--- src/hw/rtl/pss_pkg.sv ---
// ----------------------------------------------------------------------------
// pss_pkg: shared types and helpers for the Pauli string product
// Symbol codes, phase codes, per-lane result type and the single-qubit
// Pauli multiply and saturation helpers.
// ----------------------------------------------------------------------------
`default_nettype none

package pss_pkg;

	// symbol codes, 2 bits per qubit
	localparam logic [1:0] P_I = 2'd0;
	localparam logic [1:0] P_X = 2'd1;
	localparam logic [1:0] P_Y = 2'd2;
	localparam logic [1:0] P_Z = 2'd3;

	// powers of i
	localparam logic [1:0] PH_0 = 2'd0;
	localparam logic [1:0] PH_1 = 2'd1;
	localparam logic [1:0] PH_2 = 2'd2;
	localparam logic [1:0] PH_3 = 2'd3;

	// qubits handled by one lane
	localparam int LANE_Q = 4;

	// width of the coefficient combine path before saturation
	localparam int SUM_W = 34;

	localparam logic signed [SUM_W-1:0] SAT_MAX = 34'sd2147483647;
	localparam logic signed [SUM_W-1:0] SAT_MIN = -34'sd2147483648;

	typedef struct packed {
		logic [1:0] sym;
		logic [1:0] ph;
		logic       anti;
	} qubit_res_t;

	typedef struct packed {
		logic [2*LANE_Q-1:0] sym;
		logic [1:0]          ph;
		logic                anti;
	} lane_res_t;

	// cyclic successor: X->Y, Y->Z, Z->X
	function automatic logic [1:0] pauli_next(input logic [1:0] a);
		logic [1:0] n;
		case (a)
			P_X:     n = P_Y;
			P_Y:     n = P_Z;
			default: n = P_X;
		endcase
		return n;
	endfunction

	// single-qubit product with its phase contribution
	function automatic qubit_res_t pauli_mul(input logic [1:0] a, input logic [1:0] b);
		qubit_res_t r;
		r.sym  = a ^ b;
		r.ph   = PH_0;
		r.anti = 1'b0;
		if (a != P_I && b != P_I && a != b) begin
			r.anti = 1'b1;
			r.ph   = (b == pauli_next(a)) ? PH_1 : PH_3;
		end
		return r;
	endfunction

	// clamp to the 32-bit signed range
	function automatic logic signed [31:0] sat32(input logic signed [SUM_W-1:0] v);
		logic signed [31:0] r;
		if (v > SAT_MAX)
			r = 32'sh7fffffff;
		else if (v < SAT_MIN)
			r = 32'sh80000000;
		else
			r = v[31:0];
		return r;
	endfunction

endpackage

`default_nettype wire

--- src/hw/rtl/pss_lane.sv ---
// ----------------------------------------------------------------------------
// pss_lane: one lane of the Pauli string multiplier
// Multiplies a group of qubits and reduces their phase and anticommute
// parity to one lane result.
// ----------------------------------------------------------------------------
`default_nettype none

module pss_lane #(
	parameter int ACTIVE = 4
) (
	input  wire logic [2*pss_pkg::LANE_Q-1:0] a_sym,
	input  wire logic [2*pss_pkg::LANE_Q-1:0] b_sym,
	output pss_pkg::lane_res_t                res
);
	import pss_pkg::*;

	// per-qubit multiply, qubits past the string length read as identity
	always_comb begin
		qubit_res_t q;
		q        = '0;
		res.sym  = '0;
		res.ph   = PH_0;
		res.anti = 1'b0;
		for (int j = 0; j < LANE_Q; j++) begin
			if (j < ACTIVE) begin
				q = pauli_mul(a_sym[2*j +: 2], b_sym[2*j +: 2]);
				res.sym[2*j +: 2] = q.sym;
				res.ph            = res.ph + q.ph;
				res.anti          = res.anti ^ q.anti;
			end
		end
	end

endmodule

`default_nettype wire

--- src/hw/rtl/pss_merge.sv ---
// ----------------------------------------------------------------------------
// pss_merge: merging stage of the Pauli string multiplier
// Joins lane results into the product string, phase power and commute
// flag, then applies i^k to the coefficient product and saturates it.
// ----------------------------------------------------------------------------
`default_nettype none

module pss_merge #(
	parameter int LANES = 8,
	parameter int CW    = 16
) (
	input  wire pss_pkg::lane_res_t lane [LANES],
	input  wire logic signed [2*CW-1:0] p_rr,
	input  wire logic signed [2*CW-1:0] p_ii,
	input  wire logic signed [2*CW-1:0] p_ri,
	input  wire logic signed [2*CW-1:0] p_ir,
	output logic [63:0]             prod,
	output logic signed [31:0]      res_re,
	output logic signed [31:0]      res_im,
	output logic [1:0]              k,
	output logic                    comm
);
	import pss_pkg::*;

	localparam int SHIFT = 32 - 2 * CW;

	logic                    anti;
	logic signed [SUM_W-1:0] re;
	logic signed [SUM_W-1:0] im;
	logic signed [SUM_W-1:0] fr;
	logic signed [SUM_W-1:0] fi;

	// gather lane symbols, phase sum mod 4 and parity
	always_comb begin
		prod = '0;
		k    = PH_0;
		anti = 1'b0;
		for (int l = 0; l < LANES; l++) begin
			prod[2*LANE_Q*l +: 2*LANE_Q] = lane[l].sym;
			k    = k + lane[l].ph;
			anti = anti ^ lane[l].anti;
		end
	end

	assign comm = ~anti;

	// complex product scaled to 30 fraction bits
	assign re = (SUM_W'(p_rr) - SUM_W'(p_ii)) <<< SHIFT;
	assign im = (SUM_W'(p_ri) + SUM_W'(p_ir)) <<< SHIFT;

	// multiply by i^k
	always_comb begin
		case (k)
			PH_1: begin
				fr = -im;
				fi = re;
			end
			PH_2: begin
				fr = -re;
				fi = -im;
			end
			PH_3: begin
				fr = im;
				fi = -re;
			end
			default: begin
				fr = re;
				fi = im;
			end
		endcase
	end

	assign res_re = sat32(fr);
	assign res_im = sat32(fi);

endmodule

`default_nettype wire

--- src/hw/rtl/pauli_string_product.sv ---
// ----------------------------------------------------------------------------
// pauli_string_product: product of two Pauli strings with phase
// Multiplies two strings qubit by qubit in parallel lanes and the two
// complex coefficients, returning product string, i^k, coefficient, flag.
// ----------------------------------------------------------------------------
// Usage:
//   Input channel (in_valid / in_stall) carries one string pair and the two
//   coefficients per item. Output channel (out_valid / out_stall) returns
//   one result item per input item, in order.
//   There are two register stages: stage 1 holds the lane results and
//   the four coefficient multiplier outputs, stage 2 is the output
//   register after the lane merge, rotation and saturation.
//   Throughput is one item per cycle while the receiver does not stall;
//   the four multipliers and the lanes each take a new item every cycle
//   in which in_stall is low.
//   When the receiver stalls, the output register holds its item and
//   stage 1 can still take one more item; in_stall rises once both are
//   full. Reset clears both stage valid flags, so no item is pending.
// ----------------------------------------------------------------------------
`default_nettype none

module pauli_string_product #(
	parameter int QUBITS     = 32,
	parameter int COEF_WIDTH = 16
) (
	input  wire logic               clk,
	input  wire logic               arst_n,
	input  wire logic               in_valid,
	output logic                    in_stall,
	input  wire logic [63:0]        a_paulis,
	input  wire logic [63:0]        b_paulis,
	input  wire logic signed [15:0] a_re,
	input  wire logic signed [15:0] a_im,
	input  wire logic signed [15:0] b_re,
	input  wire logic signed [15:0] b_im,
	output logic                    out_valid,
	input  wire logic               out_stall,
	output logic [63:0]             product_paulis,
	output logic signed [31:0]      product_re,
	output logic signed [31:0]      product_im,
	output logic [1:0]              phase_power,
	output logic                    commutes
);
	import pss_pkg::*;

	localparam int LANES = (QUBITS + LANE_Q - 1) / LANE_Q;
	localparam int CW    = (COEF_WIDTH < 16) ? COEF_WIDTH : 16;
	localparam int PW    = 2 * CW;

	lane_res_t          lane_c  [LANES];
	lane_res_t          lane_s1 [LANES];
	logic signed [PW-1:0] p_rr_s1;
	logic signed [PW-1:0] p_ii_s1;
	logic signed [PW-1:0] p_ri_s1;
	logic signed [PW-1:0] p_ir_s1;
	logic               v_s1;
	logic               out_valid_q;
	logic               adv2;
	logic               load1;

	logic [63:0]        prod_c;
	logic signed [31:0] re_c;
	logic signed [31:0] im_c;
	logic [1:0]         k_c;
	logic               comm_c;

	logic [63:0]        product_paulis_q;
	logic signed [31:0] product_re_q;
	logic signed [31:0] product_im_q;
	logic [1:0]         phase_power_q;
	logic               commutes_q;

	// pipeline flow control
	assign adv2     = ~out_valid_q | ~out_stall;
	assign load1    = ~v_s1 | adv2;
	assign in_stall = ~load1;

	// qubit lanes
	for (genvar l = 0; l < LANES; l++) begin : g_lane
		localparam int ACT = (QUBITS - l * LANE_Q >= LANE_Q) ? LANE_Q : QUBITS - l * LANE_Q;
		pss_lane #(
			.ACTIVE(ACT)
		) u_lane (
			.a_sym(a_paulis[2*LANE_Q*l +: 2*LANE_Q]),
			.b_sym(b_paulis[2*LANE_Q*l +: 2*LANE_Q]),
			.res  (lane_c[l])
		);
	end

	// stage 1 valid
	always_ff @(posedge clk or negedge arst_n) begin
		if (!arst_n) begin
			v_s1 <= 1'b0;
		end else if (load1) begin
			v_s1 <= in_valid;
		end
	end

	// stage 1 payload: lane results and coefficient products
	always_ff @(posedge clk) begin
		if (load1 && in_valid) begin
			for (int l = 0; l < LANES; l++)
				lane_s1[l] <= lane_c[l];
			p_rr_s1 <= $signed(a_re[CW-1:0]) * $signed(b_re[CW-1:0]);
			p_ii_s1 <= $signed(a_im[CW-1:0]) * $signed(b_im[CW-1:0]);
			p_ri_s1 <= $signed(a_re[CW-1:0]) * $signed(b_im[CW-1:0]);
			p_ir_s1 <= $signed(a_im[CW-1:0]) * $signed(b_re[CW-1:0]);
		end
	end

	// merge lanes and finish the coefficient
	pss_merge #(
		.LANES(LANES),
		.CW   (CW)
	) u_merge (
		.lane  (lane_s1),
		.p_rr  (p_rr_s1),
		.p_ii  (p_ii_s1),
		.p_ri  (p_ri_s1),
		.p_ir  (p_ir_s1),
		.prod  (prod_c),
		.res_re(re_c),
		.res_im(im_c),
		.k     (k_c),
		.comm  (comm_c)
	);

	// output register valid
	always_ff @(posedge clk or negedge arst_n) begin
		if (!arst_n) begin
			out_valid_q <= 1'b0;
		end else if (adv2) begin
			out_valid_q <= v_s1;
		end
	end

	// output register payload
	always_ff @(posedge clk) begin
		if (adv2 && v_s1) begin
			product_paulis_q <= prod_c;
			product_re_q     <= re_c;
			product_im_q     <= im_c;
			phase_power_q    <= k_c;
			commutes_q       <= comm_c;
		end
	end

	assign out_valid      = out_valid_q;
	assign product_paulis = product_paulis_q;
	assign product_re     = product_re_q;
	assign product_im     = product_im_q;
	assign phase_power    = phase_power_q;
	assign commutes       = commutes_q;

	// odd phase power goes with an odd anticommute count
	a_comm_phase: assert property (@(posedge clk) disable iff (!arst_n)
		out_valid |-> (commutes == ~phase_power[0]))
		else $error("commute flag disagrees with phase power parity");

	// stage 1 keeps its item while the output side holds
	a_s1_hold: assert property (@(posedge clk) disable iff (!arst_n)
		(v_s1 && !adv2) |=> v_s1)
		else $error("stage 1 item dropped under stall");

	// no symbols past the string length
	a_upper_zero: assert property (@(posedge clk) disable iff (!arst_n)
		out_valid |-> ((product_paulis >> (2 * QUBITS)) == 64'd0))
		else $error("product symbols beyond string length");

endmodule

`default_nettype wire
--- config.mk ---
export PLATFORM = sky130hd
export DESIGN_NAME = pauli_string_product
export DESIGN_NICKNAME = d
export VERILOG_FILES = /design/src/hw/rtl/pss_pkg.sv /design/src/hw/rtl/pss_lane.sv /design/src/hw/rtl/pss_merge.sv /design/src/hw/rtl/pauli_string_product.sv
export SDC_FILE = /design/constraint.sdc
export NUM_CORES = 2
export LEC_CHECK = 0
export ABC_AREA = 1
export BUFFER_PORTS_ARGS = -buffer_cell sky130_fd_sc_hd__buf_2
export CORE_MARGIN = 4
export CORE_UTILIZATION = 45
export CTS_CLUSTER_SIZE = 16
export DETAILED_ROUTE_END_ITERATION = 10
export GPL_ROUTABILITY_DRIVEN = 1
export PLACE_DENSITY = 0.71
export RECOVER_POWER = 50
export SLEW_MARGIN = 15
export SYNTH_ARGS = -nofsm -noshare
export SYNTH_HDL_FRONTEND = slang
export SYNTH_SLANG_ARGS = --single-unit
--- constraint.sdc ---
create_clock -name clk -period 12.9 [get_ports clk]
set_input_delay 0.645 -clock clk [delete_from_list [all_inputs] [get_ports clk]]
set_output_delay 0.645 -clock clk [all_outputs]
set_load 0.01 [all_outputs]
# Yosys cells after proc, flatten, opt, wreduce, memory -nomap -nowiden
# Cells that the tools add are included.
[op_classes]
eq_ne = 131
addsub = 35
bitwise_logic = 70
n_reduce_logical = 130
muxes = 132
mul = 4
n_lt_le_gt_ge = 4
[op_table]
columns = ["operator", "n"]
rows = [
  ["34-bit one-hot mux with 3 select lines", 2],
  ["16-bit by 16-bit multiplier with 32-bit output", 4],
  ["2-bit two-way mux", 64],
  ["2-bit one-hot mux with 2 select lines", 32],
  ["2-bit nonzero test", 64],
  ["3-bit two-way mux", 32],
  ["2-bit == test (second input constant)", 34],
  ["34-bit by 32-bit > comparator with 1-bit output (second input constant)", 2],
  ["34-bit by 32-bit < comparator with 1-bit output (second input constant)", 2],
  ["34-bit negation", 2],
  ["2-bit by 1-bit == test with 1-bit output (second input constant)", 33],
  ["1-bit logical AND", 66],
  ["2-bit == test", 32],
  ["32-bit two-way mux", 2],
  ["2-bit != test", 32],
  ["2-bit bitwise XOR", 32],
  ["2-bit adder", 31],
  ["32-bit by 32-bit adder with 33-bit output", 1],
  ["32-bit by 32-bit subtractor with 33-bit output", 1],
  ["1-bit bitwise XOR", 31],
  ["1-bit NOT", 5],
  ["1-bit OR", 2],
]
[totals]
out_inout_bits = 133
word_cells = 541
ff_bits = 349
in_bits = 196

# Logic depth before layout (Yosys ltp)
[depth]
depth_word = 11
depth_mapped = 30
depth_no_buf = 29

# Modules after synthesis
# Synthesis repeated with hierarchy kept, for this count alone.
[unflattened]
cells_unflattened = 9371
area_unflattened_um2 = 69401.6
[by_module_without_submodules]
columns = ["mod", "area_per_inst_um2", "instances", "cells_per_inst"]
rows = [
  ["pauli_string_product", 53468.8, 1, 6177],
  ["pss_merge", 10497.6, 1, 2154],
  ["pss_lane", 679.4, 8, 130],
]

# Worst setup path before layout
# Ideal clock, no wire load.
[synth_timing]
path_kind = "input-to-reg"
startpoint = "input port out_stall"
endpoint = "register commutes_q (netlist: commutes) (enable)"
cell_stages = 1
setup_time_ns = 0.664
slack_ns = 5.424
arrival_time_ns = 6.811
n_path_buf = 0
required_ns = 12.236
path_cell_list = "a21oi_1"
[synth_via]
elab_chain_len = 3
[synth_rtl]
columns = ["item", "line", "text"]
rows = [
  ["from (decl)", "pauli_string_product.sv:37", "input wire logic out_stall,"],
  ["1-bit NOT", "pauli_string_product.sv:74", "assign adv2 = ~out_valid_q | ~out_stall;"],
  ["1-bit OR", "pauli_string_product.sv:74", ""],
  ["1-bit logical AND", "pauli_string_product.sv:139", "if (adv2 && v_s1) begin"],
  ["to (signal assigned)", "pauli_string_product.sv:144", "commutes_q <= comm_c;"],
  ["to (decl)", "pauli_string_product.sv:71", "logic commutes_q;"],
]
# No other way between the ends.
# A chain may end at the register's enable or synchronous reset.

# Worst setup path after layout
[layout_timing]
startpoint = "register out_valid_q (netlist: out_valid)"
endpoint = "register p_rr_s1[20] (enable)"
[layout_via]
elab_chain_len = 4
[layout_rtl]
columns = ["item", "line", "text"]
rows = [
  ["from (decl)", "pauli_string_product.sv:57", "logic out_valid_q;"],
  ["from (signal assigned)", "pauli_string_product.sv:133", "out_valid_q <= v_s1;"],
  ["1-bit NOT", "pauli_string_product.sv:74", ""],
  ["1-bit OR", "pauli_string_product.sv:74", ""],
  ["1-bit OR", "pauli_string_product.sv:75", "assign load1 = ~v_s1 | adv2;"],
  ["1-bit logical AND", "pauli_string_product.sv:101", "if (load1 && in_valid) begin"],
  ["to (signal assigned)", "pauli_string_product.sv:104", "p_rr_s1 <= $signed(a_re[CW-1:0]) * $signed(b_re[CW-1:0]);"],
  ["to (decl)", "pauli_string_product.sv:52", "logic signed [PW-1:0] p_rr_s1;"],
]
# No other way between the ends.

==> summary.txt <==
Layout
  • Area grow syn2layout: 7.042%
  • Final nets: 9763
  • Commonest non-fill, non-tap cell in the layout: inv_1
  • Multi-input gate area: 0.04392 mm^2
  • Design Area, Final: 0.06816 mm^2
  • Final Non-Filler Cells: 9955
  • Fillers: 13600
  • Commonest non-fill, non-tap cells in the layout: 2200 x inv_1, 1988 x nand2_1, 1062 x fa_1
  • Layout cells sized above 1: 3.917%
  • Seq. cell area: 0.01047 mm^2

Clock tree
  • Maximum level of the CTS H-tree: 2
  • Num CTS Buffers: 40
  • Worst-skew pair later-pin latency: 0.61 ns
  • CTS sink cnt: 349
  • Reg clk slew, reported paths: 0.06 ns
  • Post-cts resize count: 0
  • Max clock buf depth: 3
  • CTS tree: built
  • Root Driver: clkbuf_16

Drt
  • Uppermost routed layer: met5
  • DR DRC count: 0
  • WL/cell: 18.33 um
  • Routed met1 length: 74830 um
  • Post-DR vias/cell: 5.078
  • Metal2 WL: 82030 um
  • Routed vias: 50560
  • Detailed Routing Iterations Pass 1: 7
  • Total wire length: 182500 um
  • Met3 WL: 14830 um
  • Initial DRC count: 4161
  • Antenna violation net count after detailed routing: 0

Global routing
  • Initial antenna violation count: 17
  • Vias in the first global route: 52890
  • Largest net degree at the start of global routing: 112
  • Gr usage total: 24.96%
  • Grt ovf: 0
  • Global-route wire length before repair: 288900 um

Synthesis
  • Synth Flop Type: edfxtp_1
  • Area leader, netlist: fa_1
  • Seq/Total Area, Yosys: 16.44%
  • Flop and latch count out of synthesis: 349
  • Avg Cell Area, Syn: 8.106 um^2
  • Net Count, Synth: 9581
  • Yosys top cell area share: 33.39%
  • Synthesis Warnings: 0
  • Area contributors post-synth: fa_1 33%, edfxtp_1 16%, inv_1 13%, nand2_1 12%, ha_1 9.2%
  • Count of cell types in the netlist: 55
  • Syn Inst Count: 7855
  • Async set-reset flop share out of synthesis: 0.5731%
  • Post-synth EDFFs: 347
  • Cell Area, Synth: 0.06368 mm^2

Floorplanning
  • Die area: 0.1476 mm^2
  • Core box area: 0.1400 mm^2
  • Starting Density: 45.47%
  • Rows: 137
  • Io pins: 329
  • Die height: 384.2 um
  • DIE WIDTH: 384.2 um

Timing
  • Max-slew violation count: 256
  • FMAX: 134.4 MHz
  • Final worst-path cycle share: 57.70%
  • Final Critical Period: 7.443 ns
  • RSZ-0062 raised after global routing: no
  • Relative slew slack: -244.1%
  • Final setup violation count: 0
  • Final setup margin: 5.457 ns
  • Setup_tns: 0 ns
  • Fin. Hold Viols: 0
  • Worst Skew: 0.04138 ns
  • Tightest Pin Transition: 5.161 ns

Worst setup path
  • Critical path fanouts, max: 111
  • Crit end category: flip-flop
  • Critical Path Source: out_valid
  • R2r endpoint: p_rr_s1[20]
  • FF-to-FF path depth: 7
  • Slowest cell on crit path: clkinvlp_2
  • Worst Path Required: 13.11 ns
  • Crit Path Class: reg -> reg
  • Max incr delay on CP: 3.69 ns
  • Arr. time, crit path: 7.66 ns
  • Crit Reg-Reg Startpoint: out_valid
  • Crit path to: p_rr_s1[20]
  • Cells along the critical path: nand2_1 > nor2_1 > inv_1 > nand2_1 > clkinvlp_2 > buf_4 > buf_4
  • Reg2reg setup slack: 5.46 ns
  • Startpoint Class: flip-flop

Placement
  • Placed cell count: 9870
  • Pre-CTS setup slack: 5.473 ns
  • Dpl cell area: 0.06705 mm^2
  • Routability cong.: 1.033
  • Port buffer count: 328
  • HPWL Detailed: 146700 um

Run
  • Max-cap violation count: 4

Run status
  • Failing checks: capacitance limit, slew limit
  • Outcome: finished with violations

Hold path
  • Worst Hold Class: in -> reg
worst min-delay path by stage:
stage | start | cells past startpoint | to
floorplan | arst_n | 0 | out_valid
global placement | lane_s1[17] | 0 | product_paulis[51]
detailed placement | lane_s1[82] | 0 | product_paulis[2]
CTS | out_stall | 3 | out_valid
global route | in_valid | 3 | v_s1
finish | in_valid | 3 | v_s1
kinds of logic (layout without fill, tap and decap cells):
group / Yosys count / in the layout / share of synthesized area [%]
other cells: 0 / 11 / 0
simple gates: 2681 / 2681 / 16.86
flops: 349 / 349 / 16.44
buf+inv: 2452 / 2665 / 14.61
compound gates: 432 / 432 / 3.794
xor+xnor: 411 / 411 / 5.712
fa+ha+maj: 1530 / 1530 / 42.58
synthesized netlist by cell type (all sizes together), types with 24 or more instances:
master / count
xor2: 211
or2: 24
ha: 468
nand4: 55
nand2: 1996
xnor2: 200
clkbuf: 210
inv: 2214
buf: 24
nor2: 364
edfxtp: 347
nand3: 195
a21oi: 214
fa: 1062
o21ai: 126
cell type report:
type	instances	area share, %
Tap cell	1876	3.444
Multi-Input combinational cell	5054	64.43
Sequential cell	349	15.36
Antenna cell	11	0.04038
Clock buffer	44	1.491
Timing Repair Buffer	374	2.544
Inverter	2218	12.22
Clock inverter	29	0.4736
critical path: cells and delay by family, from the launching register on:
| kind | cells | cell delay (ns) |
|---|---|---|
| buffers and inverters | 4 | 5.98 |
| and+or+nand+nor | 3 | 0.29 |
| DFF | 1 | 0.42 |
layer usage:
metal / vias to the layer above / global-route usage, %
met1: 24840 / 33.42
li1: 23290 / -
met4: 14 / 12.30
met5: - / 0
met2: 2053 / 39.50
met3: 368 / 3.996
registers in the layout (all words and copies together), names as in the netlist:
| register | cells |
|---|---|
| p_ii_s1 | 32 |
| commutes | 1 |
| product_im | 32 |
| v_s1 | 1 |
| product_paulis | 64 |
| out_valid | 1 |
| p_ri_s1 | 32 |
| lane_s1 | 88 |
| phase_power | 2 |
| p_rr_s1 | 32 |
| product_re | 32 |
| p_ir_s1 | 32 |
timing repair:
action                                 in CTS  in global routing
hold buffers                                1                  0
buffers inserted                            0                  0
endpoints found under the hold margin       2                  0
metrics by stage:
step	hold WS (ns)	utilization, %
2_1_floorplan	0.3494	-
3_3_place_gp	0.4009	47.87
3_5_place_dp	0.4045	47.87
4_1_cts	0.2815	48.84
5_1_grt	0.2980	48.65
6_report	0.3050	48.67
Power is left out: the tool's default activity adds up to more than one toggle a clock period on the data nets, which glitch-free logic cannot reach.
